### config.mk
export PLATFORM = sky130hd
export DESIGN_NAME = touch_to_mouse_gesture_core
export DESIGN_NICKNAME = d
export VERILOG_FILES = /design/src/hw/rtl/ttmg_pkg.sv /design/src/hw/rtl/touch_to_mouse_gesture_core.sv /design/src/hw/rtl/ttmg_cfg_regs.sv /design/src/hw/rtl/ttmg_tracker.sv /design/src/hw/rtl/ttmg_out_queue.sv
export SDC_FILE = /design/constraint.sdc
export NUM_CORES = 2
export LEC_CHECK = 0
export ABC_AREA = 1
export BUFFER_PORTS_ARGS = -buffer_cell sky130_fd_sc_hd__buf_2
export CORE_ASPECT_RATIO = 1.5
export CORE_MARGIN = 4
export CORE_UTILIZATION = 30
export DETAILED_ROUTE_END_ITERATION = 10
export GPL_ROUTABILITY_DRIVEN = 0
export SLEW_MARGIN = 20
export SYNTH_ARGS = -nofsm -noshare
export SYNTH_HDL_FRONTEND = slang
export SYNTH_SLANG_ARGS = --single-unit
### constraint.sdc
create_clock -name clk -period 35.2 [get_ports clk]
set_input_delay 1.76 -clock clk [delete_from_list [all_inputs] [get_ports clk]]
set_output_delay 1.76 -clock clk [all_outputs]
set_load 0.05 [all_outputs]
### src/hw/rtl/ttmg_pkg.sv
// ----------------------------------------------------------------------------
// ttmg_pkg
// Shared types and codes of the touch-to-mouse gesture block.
// ----------------------------------------------------------------------------
package ttmg_pkg;

    // Finger event codes on the input channel
    localparam logic [1:0] CMD_DOWN   = 2'd0;
    localparam logic [1:0] CMD_UP     = 2'd1;
    localparam logic [1:0] CMD_MOTION = 2'd2;

    // Mouse event codes on the result channel
    localparam logic [1:0] EV_DOWN = 2'd0;
    localparam logic [1:0] EV_UP   = 2'd1;
    localparam logic [1:0] EV_MOVE = 2'd2;
    localparam logic [1:0] EV_MENU = 2'd3;

    // Configuration register indexes
    localparam logic [1:0] REG_WINDOW_WIDTH   = 2'd0;
    localparam logic [1:0] REG_WINDOW_HEIGHT  = 2'd1;
    localparam logic [1:0] REG_MOVE_THRESHOLD = 2'd2;

    localparam logic [13:0] WINDOW_WIDTH_RST   = 14'd1280;
    localparam logic [13:0] WINDOW_HEIGHT_RST  = 14'd720;
    localparam logic [31:0] MOVE_THRESHOLD_RST = 32'd429497;

    localparam logic [12:0] PIX_MAX = 13'h1FFF;

    // Squared distance rescaled to Q0.32 always fits here
    localparam int unsigned DIST_W = 34;

    typedef enum logic [1:0] {
        MODE_IDLE   = 2'd0,
        MODE_SINGLE = 2'd1,
        MODE_MULTI  = 2'd2
    } mode_t;

    typedef struct packed {
        logic [13:0] window_width;
        logic [13:0] window_height;
        logic [31:0] move_threshold;
    } cfg_t;

    typedef struct packed {
        logic [1:0]  event_kind;
        logic        button;
        logic [12:0] pixel_x;
        logic [12:0] pixel_y;
        logic        last;
    } result_t;

    // Up to two results produced by one finger event
    typedef struct packed {
        logic [1:0] n;
        result_t    r0;
        result_t    r1;
    } push_t;

endpackage

### src/hw/rtl/touch_to_mouse_gesture_core.sv
// ----------------------------------------------------------------------------
// touch_to_mouse_gesture_core
// Turns finger down/up/motion events into mouse clicks, moves and menu events.
// ----------------------------------------------------------------------------
// Usage:
//   Input channel (in_valid/in_ready): one beat per finger event, carrying
//   cmd, finger_id and a normalized pos_x/pos_y.
//   Result channel (out_valid/out_ready): zero, one or two beats per event,
//   in order; last marks the final beat caused by an event.
//   Configuration channel (cfg_valid/cfg_ready): cfg_index selects window
//   width, window height or move threshold; write only while idle.
//   Path: an accepted event lands in the input register, is decided there
//   and its results are registered in the result buffer that drives the port.
//   Throughput: one event per cycle while the receiver keeps up; an event
//   that yields two results drains over two result beats, set by the one
//   result beat per cycle that the output port carries.
//   Reset: no finger is tracked, mode is idle, registers take their defaults
//   (1280 x 720, threshold 429497); in_ready is high straight out of reset.
//   Receiver stall: results wait in a two-entry buffer; the held event is
//   decided only once the buffer has room for all of its results, and
//   in_ready drops once the input register is held as well.
// ----------------------------------------------------------------------------
module touch_to_mouse_gesture_core
    import ttmg_pkg::*;
#(
    parameter int COORD_BITS = 16
)
(
    input  logic        clk,
    input  logic        rst_n,
    input  logic        in_valid,
    output logic        in_ready,
    input  logic [1:0]  cmd,
    input  logic [31:0] finger_id,
    input  logic [15:0] pos_x,
    input  logic [15:0] pos_y,
    output logic        out_valid,
    input  logic        out_ready,
    output logic [1:0]  event_kind,
    output logic        button,
    output logic [12:0] pixel_x,
    output logic [12:0] pixel_y,
    output logic        last,
    input  logic        cfg_valid,
    output logic        cfg_ready,
    input  logic [1:0]  cfg_index,
    input  logic [31:0] cfg_data
);

    cfg_t       cfg;
    push_t      push;
    logic [1:0] free;

    // Hold the window size and threshold
    ttmg_cfg_regs u_cfg (
        .clk       (clk),
        .rst_n     (rst_n),
        .cfg_valid (cfg_valid),
        .cfg_ready (cfg_ready),
        .cfg_index (cfg_index),
        .cfg_data  (cfg_data),
        .cfg       (cfg)
    );

    // Track fingers and decide the mouse results of each event
    ttmg_tracker #(
        .COORD_BITS (COORD_BITS)
    ) u_tracker (
        .clk       (clk),
        .rst_n     (rst_n),
        .in_valid  (in_valid),
        .in_ready  (in_ready),
        .cmd       (cmd),
        .finger_id (finger_id),
        .pos_x     (pos_x),
        .pos_y     (pos_y),
        .cfg       (cfg),
        .free      (free),
        .push      (push)
    );

    // Buffer results and drive the result beats
    ttmg_out_queue u_out (
        .clk        (clk),
        .rst_n      (rst_n),
        .push       (push),
        .free       (free),
        .out_valid  (out_valid),
        .out_ready  (out_ready),
        .event_kind (event_kind),
        .button     (button),
        .pixel_x    (pixel_x),
        .pixel_y    (pixel_y),
        .last       (last)
    );

endmodule

### src/hw/rtl/ttmg_cfg_regs.sv
// ----------------------------------------------------------------------------
// ttmg_cfg_regs
// Configuration register file: window size and movement threshold.
// ----------------------------------------------------------------------------
module ttmg_cfg_regs
    import ttmg_pkg::*;
(
    input  logic        clk,
    input  logic        rst_n,
    input  logic        cfg_valid,
    output logic        cfg_ready,
    input  logic [1:0]  cfg_index,
    input  logic [31:0] cfg_data,
    output cfg_t        cfg
);

    cfg_t cfg_reg;
    cfg_t cfg_next;

    assign cfg_ready = 1'b1;
    assign cfg       = cfg_reg;

    always_comb
    begin
        cfg_next = cfg_reg;
        if (cfg_valid)
        begin
            case (cfg_index)
                REG_WINDOW_WIDTH:   cfg_next.window_width   = cfg_data[13:0];
                REG_WINDOW_HEIGHT:  cfg_next.window_height  = cfg_data[13:0];
                REG_MOVE_THRESHOLD: cfg_next.move_threshold = cfg_data;
                default:            cfg_next = cfg_reg;
            endcase
        end
    end

    always_ff @(posedge clk or negedge rst_n)
    begin
        if (!rst_n)
        begin
            cfg_reg.window_width   <= WINDOW_WIDTH_RST;
            cfg_reg.window_height  <= WINDOW_HEIGHT_RST;
            cfg_reg.move_threshold <= MOVE_THRESHOLD_RST;
        end
        else
        begin
            cfg_reg <= cfg_next;
        end
    end

endmodule

### src/hw/rtl/ttmg_tracker.sv
// ----------------------------------------------------------------------------
// ttmg_tracker
// Input register, two-finger slot table and gesture decision. Produces up
// to two mouse results per finger event, scaled to pixels.
// ----------------------------------------------------------------------------
module ttmg_tracker
    import ttmg_pkg::*;
#(
    parameter int COORD_BITS = 16
)
(
    input  logic        clk,
    input  logic        rst_n,
    input  logic        in_valid,
    output logic        in_ready,
    input  logic [1:0]  cmd,
    input  logic [31:0] finger_id,
    input  logic [15:0] pos_x,
    input  logic [15:0] pos_y,
    input  cfg_t        cfg,
    input  logic [1:0]  free,
    output push_t       push
);

    localparam int unsigned POS_W = (COORD_BITS < 16) ? COORD_BITS : 16;
    localparam int unsigned SQ_W  = 2 * POS_W;
    localparam int unsigned D_W   = SQ_W + 1;
    localparam int unsigned LSH   = (COORD_BITS < 16) ? 2 * (16 - COORD_BITS) : 0;
    localparam int unsigned RSH   = (COORD_BITS > 16) ? 2 * (COORD_BITS - 16) : 0;
    localparam int unsigned PR_W  = POS_W + 14;

    function automatic logic [12:0] to_pixel(input logic [POS_W-1:0] p,
                                             input logic [13:0] s);
        logic [PR_W-1:0] prod;
        logic [PR_W-1:0] sh;
        prod = PR_W'(p) * PR_W'(s);
        sh   = prod >> COORD_BITS;
        return (sh > PR_W'(PIX_MAX)) ? PIX_MAX : sh[12:0];
    endfunction

    // Input register
    logic             inq_valid_reg;
    logic [1:0]       inq_cmd_reg;
    logic [31:0]      inq_id_reg;
    logic [POS_W-1:0] inq_px_reg;
    logic [POS_W-1:0] inq_py_reg;

    // Slot table
    mode_t            mode_reg, mode_next;
    logic             valid_reg [2];
    logic             valid_next [2];
    logic             moved_reg [2];
    logic             moved_next [2];
    logic [31:0]      id_reg [2];
    logic [POS_W-1:0] sx_reg [2];
    logic [POS_W-1:0] sy_reg [2];
    logic [POS_W-1:0] cx_reg [2];
    logic [POS_W-1:0] cy_reg [2];

    // Payload write strobes for the slot table
    logic             start_we;
    logic             cur_we;
    logic             wr_idx;

    logic             hit0, hit1, hit, hs;
    logic [1:0]       count;
    logic [POS_W-1:0] dx, dy;
    logic [SQ_W-1:0]  sqx, sqy;
    logic [D_W-1:0]   dsum;
    logic [DIST_W-1:0] scaled;
    logic             beyond;
    logic [1:0]       n;
    logic             btn;
    logic [POS_W-1:0] ox, oy;
    logic [12:0]      pix_x, pix_y;
    logic             fire;

    assign hit0  = valid_reg[0] && (id_reg[0] == inq_id_reg);
    assign hit1  = valid_reg[1] && (id_reg[1] == inq_id_reg);
    assign hit   = hit0 || hit1;
    assign hs    = !hit0;
    assign count = {1'b0, valid_reg[0]} + {1'b0, valid_reg[1]};

    // Squared distance from the start position, rescaled to Q0.32
    assign dx     = (inq_px_reg > sx_reg[hs]) ? inq_px_reg - sx_reg[hs]
                                               : sx_reg[hs] - inq_px_reg;
    assign dy     = (inq_py_reg > sy_reg[hs]) ? inq_py_reg - sy_reg[hs]
                                               : sy_reg[hs] - inq_py_reg;
    assign sqx    = SQ_W'(dx) * SQ_W'(dx);
    assign sqy    = SQ_W'(dy) * SQ_W'(dy);
    assign dsum   = D_W'(sqx) + D_W'(sqy);
    assign scaled = (DIST_W'(dsum) << LSH) >> RSH;
    assign beyond = scaled > DIST_W'(cfg.move_threshold);

    // An up event reports the finger's last position, others the event's own
    assign ox    = (inq_cmd_reg == CMD_UP) ? cx_reg[hs] : inq_px_reg;
    assign oy    = (inq_cmd_reg == CMD_UP) ? cy_reg[hs] : inq_py_reg;
    assign pix_x = to_pixel(ox, cfg.window_width);
    assign pix_y = to_pixel(oy, cfg.window_height);
    assign btn   = (mode_reg == MODE_MULTI);

    always_comb
    begin
        mode_next     = mode_reg;
        valid_next[0] = valid_reg[0];
        valid_next[1] = valid_reg[1];
        moved_next[0] = moved_reg[0];
        moved_next[1] = moved_reg[1];
        start_we      = 1'b0;
        cur_we        = 1'b0;
        wr_idx        = hs;
        n             = 2'd0;
        push.r0       = '0;
        push.r1       = '0;
        case (inq_cmd_reg)
            CMD_DOWN:
            begin
                if (!hit && count == 2'd2)
                begin
                    // Third finger: open the menu and drop every slot
                    n                = 2'd1;
                    push.r0.event_kind = EV_MENU;
                    valid_next[0]    = 1'b0;
                    valid_next[1]    = 1'b0;
                    moved_next[0]    = 1'b0;
                    moved_next[1]    = 1'b0;
                    mode_next        = MODE_IDLE;
                end
                else
                begin
                    wr_idx             = hit ? hs : valid_reg[0];
                    start_we           = 1'b1;
                    cur_we             = 1'b1;
                    valid_next[wr_idx] = 1'b1;
                    moved_next[wr_idx] = 1'b0;
                    if ((hit ? count : count + 2'd1) == 2'd1)
                        mode_next = MODE_SINGLE;
                    else
                        mode_next = MODE_MULTI;
                end
            end
            CMD_UP:
            begin
                if (hit)
                begin
                    if (count == 2'd1)
                    begin
                        if (mode_reg == MODE_SINGLE || mode_reg == MODE_MULTI)
                        begin
                            if (!moved_reg[hs])
                            begin
                                n                  = 2'd2;
                                push.r0.event_kind = EV_DOWN;
                                push.r0.button     = btn;
                                push.r1.event_kind = EV_UP;
                                push.r1.button     = btn;
                            end
                            else
                            begin
                                n                  = 2'd1;
                                push.r0.event_kind = EV_UP;
                                push.r0.button     = btn;
                            end
                        end
                        mode_next = MODE_IDLE;
                    end
                    valid_next[hs] = 1'b0;
                    moved_next[hs] = 1'b0;
                end
            end
            CMD_MOTION:
            begin
                if (hit && beyond)
                begin
                    moved_next[hs] = 1'b1;
                    cur_we         = 1'b1;
                    if (mode_reg == MODE_SINGLE)
                    begin
                        n                  = 2'd1;
                        push.r0.event_kind = EV_MOVE;
                    end
                end
            end
            default:
            begin
                n = 2'd0;
            end
        endcase
        push.r0.pixel_x = pix_x;
        push.r0.pixel_y = pix_y;
        push.r1.pixel_x = pix_x;
        push.r1.pixel_y = pix_y;
        push.r0.last    = (n == 2'd1);
        push.r1.last    = 1'b1;
        push.n          = (inq_valid_reg && (n <= free)) ? n : 2'd0;
    end

    // Process the held beat once the result buffer has room for all of it
    assign fire     = inq_valid_reg && (n <= free);
    assign in_ready = !inq_valid_reg || fire;

    always_ff @(posedge clk or negedge rst_n)
    begin
        if (!rst_n)
        begin
            inq_valid_reg <= 1'b0;
        end
        else if (in_ready)
        begin
            inq_valid_reg <= in_valid;
        end
    end

    always_ff @(posedge clk)
    begin
        if (in_valid && in_ready)
        begin
            inq_cmd_reg <= cmd;
            inq_id_reg  <= finger_id;
            inq_px_reg  <= pos_x[POS_W-1:0];
            inq_py_reg  <= pos_y[POS_W-1:0];
        end
    end

    always_ff @(posedge clk or negedge rst_n)
    begin
        if (!rst_n)
        begin
            mode_reg     <= MODE_IDLE;
            valid_reg[0] <= 1'b0;
            valid_reg[1] <= 1'b0;
            moved_reg[0] <= 1'b0;
            moved_reg[1] <= 1'b0;
        end
        else if (fire)
        begin
            mode_reg     <= mode_next;
            valid_reg[0] <= valid_next[0];
            valid_reg[1] <= valid_next[1];
            moved_reg[0] <= moved_next[0];
            moved_reg[1] <= moved_next[1];
        end
    end

    always_ff @(posedge clk)
    begin
        if (fire && start_we)
        begin
            id_reg[wr_idx] <= inq_id_reg;
            sx_reg[wr_idx] <= inq_px_reg;
            sy_reg[wr_idx] <= inq_py_reg;
        end
        if (fire && cur_we)
        begin
            cx_reg[wr_idx] <= inq_px_reg;
            cy_reg[wr_idx] <= inq_py_reg;
        end
    end

endmodule

### src/hw/rtl/ttmg_out_queue.sv
// ----------------------------------------------------------------------------
// ttmg_out_queue
// Two-entry result buffer: takes up to two results at once, drives one beat.
// ----------------------------------------------------------------------------
module ttmg_out_queue
    import ttmg_pkg::*;
(
    input  logic        clk,
    input  logic        rst_n,
    input  push_t       push,
    output logic [1:0]  free,
    output logic        out_valid,
    input  logic        out_ready,
    output logic [1:0]  event_kind,
    output logic        button,
    output logic [12:0] pixel_x,
    output logic [12:0] pixel_y,
    output logic        last
);

    logic [1:0] cnt_reg, cnt_next;
    result_t    ent_reg [2];
    result_t    ent_next [2];
    logic       pop;
    logic [1:0] cnt_p;

    assign out_valid  = (cnt_reg != 2'd0);
    assign pop        = out_valid && out_ready;
    assign cnt_p      = cnt_reg - {1'b0, pop};
    assign free       = 2'd2 - cnt_p;
    assign event_kind = ent_reg[0].event_kind;
    assign button     = ent_reg[0].button;
    assign pixel_x    = ent_reg[0].pixel_x;
    assign pixel_y    = ent_reg[0].pixel_y;
    assign last       = ent_reg[0].last;

    always_comb
    begin
        // Advance the head on a pop, then append behind what remains
        ent_next[0] = pop ? ent_reg[1] : ent_reg[0];
        ent_next[1] = ent_reg[1];
        if (push.n != 2'd0)
            ent_next[cnt_p[0]] = push.r0;
        if (push.n == 2'd2)
            ent_next[1] = push.r1;
        cnt_next = cnt_p + push.n;
    end

    always_ff @(posedge clk or negedge rst_n)
    begin
        if (!rst_n)
            cnt_reg <= 2'd0;
        else
            cnt_reg <= cnt_next;
    end

    always_ff @(posedge clk)
    begin
        ent_reg[0] <= ent_next[0];
        ent_reg[1] <= ent_next[1];
    end

endmodule

==> flow_summary.ini <==
[floorplanning]
num_io_pins = 138
row_count = 182
dieArea_um2 = 172000
fp.dieW_um = 339
die_h_um = 505
initial_core_util_pct = 30.2
core-area_um2 = 164000

[place]
port-buffer-count = 136
hpwlAfterDp_um = 117000
placed_area_um2 = 52200

[critical_path]
regToRegSetupSlack_ps = 19130
crit_top_cell = nand2_1
ff2ff_path_depth = 64
r2r_end = u_tracker.id_reg[0][23]
arrival_ps = 14970
startpoint = u_tracker.inq_id_reg[30]
critPathKind = reg2out
max_stage_delay_ps = 760
slowest_stage = xor2_1
cp-start-kind = flop
r2r_start = u_tracker.inq_id_reg[30]
critPathCaptureType = primary output
path_max_fanout = 34
cp_data_required_time_ps = 33440

[status]
outcome = completed

[routing]
vias_per_cell = 4.72
avgRoutedWirePerCell_um = 17.8
ant_nets = 0
vias = 37300
dr.first_iter.drc_count = 2375
drtPass1Iterations = 6
drc = 0
drt-total-wl_um = 140000

[cts]
clk_pin_slew_ps = 60
clock-sinks = 387
clkLatencyLatePin_ps = 650
htreeDepth = 2
cts_made_buffers = 45
clk_path_buf_depth = 3
cts_root_buffer = clkbuf_16
cts_tree = built
postCtsHoldBufs = 0
post_cts_resized = 0
post_cts_buffers = 0

[final_layout]
nFillCells = 17100
largest_register_ffs = 64
regArea_um2 = 11000
areaGrowthSynthToFinish_pct = 8.63
fin_area_um2 = 53700
nNetsFinal = 7058
multi_input_comb_area_um2 = 32600
drive_above_1_share_pct = 6.88

[global_routing]
grt_usage_pct = 16.3
grt-ovfl-total = 0
grt_pass1_wl_um = 221000
grt_antenna_before_repair = 17
first_global_vias = 39900
grt_max_degree = 65

[timing]
rsz0062_at_grt = no
min_period_ps = 16730
timing.final.setup_violations = 0
clock_skew_ps = 81.6
fin_setup_tns_ps = 0
period_share_pct = 47.5
hold_violations = 0
slew_violations = 0
worst_slew_pin_slew_ps = 1050
slew_headroom_pct = 30.0
max_freq_ghz = 0.0598

[synth]
synthArstFlopShare_pct = 17.8
syn_area_um2 = 49400
synthCells = 5704
ys_warn_count = 0
synth_seq_area_share_pct = 22.2
synth_edf_count = 286
synth_nets = 7012
ys_ff_latch = 387
avgSynthCellArea_um2 = 8.67
netlist-cell-type-count = 70
synthFlopType = edfxtp_1

[worst_hold_path]
worstHoldPathType = reg2reg
worstHoldStart = u_out.ent_reg[0][30]
hold_end = u_out.ent_reg[0][30]
holdPathStages = 2

[run]
cap_violations = 0
worst max path at each step:
| stage | end | slack [ps] |
|---|---|---|
| 2_1_floorplan | u_tracker.id_reg[1][0] | 20570 |
| 3_3_place_gp | in_ready | 19280 |
| 4_1_cts | in_ready | 18500 |
| 3_5_place_dp | in_ready | 19210 |
| 5_1_grt | in_ready | 17390 |
| 6_report | in_ready | 18470 |
metal layers:
| layer | track usage, % | wire, um | vias to the layer above |
|---|---|---|---|
| met4 | 7.35 | 7200 | 0 |
| met1 | 19.5 | 55600 | 18400 |
| li1 | - | - | 17400 |
| met2 | 29.4 | 70300 | 1138 |
| met5 | 0 | 0 | - |
| met3 | 1.83 | 7160 | 334 |
final cells by class:
class	instances	share of cell area, %
Clock inverter	24	0.450
Sequential cell	387	20.4
Clock buffer	59	2.27
Tap cell	2116	4.93
Multi-Input combinational cell	3801	60.8
Inverter	1349	9.44
Timing Repair Buffer	166	1.69
Antenna cell	3	0.0140
Yosys cell counts, drive strengths merged, types with 2 or more instances:
cell type	n	area, um^2
nand4	38	244
ha	483	6040
o31ai	4	30.0
a221oi	3	26.3
a31oi	13	81.3
inv	1326	4980
nand3b	9	71.3
and2	4	25.0
o21ai	189	946
o211ai	2	15.0
nand2	1119	4270
o221ai	7	61.3
o21bai	11	82.6
xnor2	49	429
or2	52	325
o2111ai	4	35.0
o221a	5	56.3
o21a	4	30.0
nor2	596	2380
clkbuf	99	372
buf	68	420
nand3	111	648
a21boi	4	30.0
a211oi	7	52.6
dfxtp	32	641
clkinv	23	86.3
mux2i	6	60.1
fa	720	14400
a21oi	201	1040
dfstp	17	447
edfxtp	286	8590
xor2	87	762
nor4	17	106
o22ai	3	18.8
nor3	34	175
dfrtp	52	1300
a21o	6	45.0
layout by cell type, fill, tap and decap left out, drive strengths merged, types with 87 or more instances in the layout:
master / synthesis / final
nand2: 1119 / 1119
nand3: 111 / 111
buf: 68 / 166
xor2: 87 / 87
edfxtp: 286 / 286
ha: 483 / 483
o21ai: 189 / 189
fa: 720 / 720
nor2: 596 / 596
a21oi: 201 / 201
inv: 1326 / 1332
per-stage QoR:
step	utilization, %	hold WS [ps]	instances	worst slack (ps)
2_1_floorplan	-	428	5704	20570
3_3_place_gp	31.9	454	7819	19280
3_5_place_dp	31.9	462	7819	19210
4_1_cts	32.8	478	7902	18500
5_1_grt	32.8	518	7902	17390
6_report	32.8	487	7905	18470
kinds of logic (layout without fill, tap and decap cells):
kind of cell | count (synthesis) | after routing | share of synthesized area (%)
compound gates | 471 | 471 | 5.30
xor+xnor | 136 | 136 | 2.41
fa+ha+maj | 1203 | 1203 | 41.4
buf+inv | 1516 | 1598 | 11.9
flops | 387 | 387 | 22.2
mux | 6 | 6 | 0.121
other cells | 1 | 4 | 0.00758
simple gates | 1984 | 1984 | 16.7
worst max-delay path, delay by kind of cell (launching register included):
| kind | cells | cell delay (ps) |
|---|---|---|
| buffers and inverters | 8 | 1700 |
| xor gates and xnor gates | 3 | 1250 |
| adders and majority gates | 12 | 5530 |
| and+or+nand+nor | 30 | 3700 |
| DFF | 1 | 460 |
| AOI/OAI and AO/OA | 7 | 1650 |
Power is left out: the tool's default activity adds up to more than one toggle a clock period on the data nets, which glitch-free logic cannot reach.
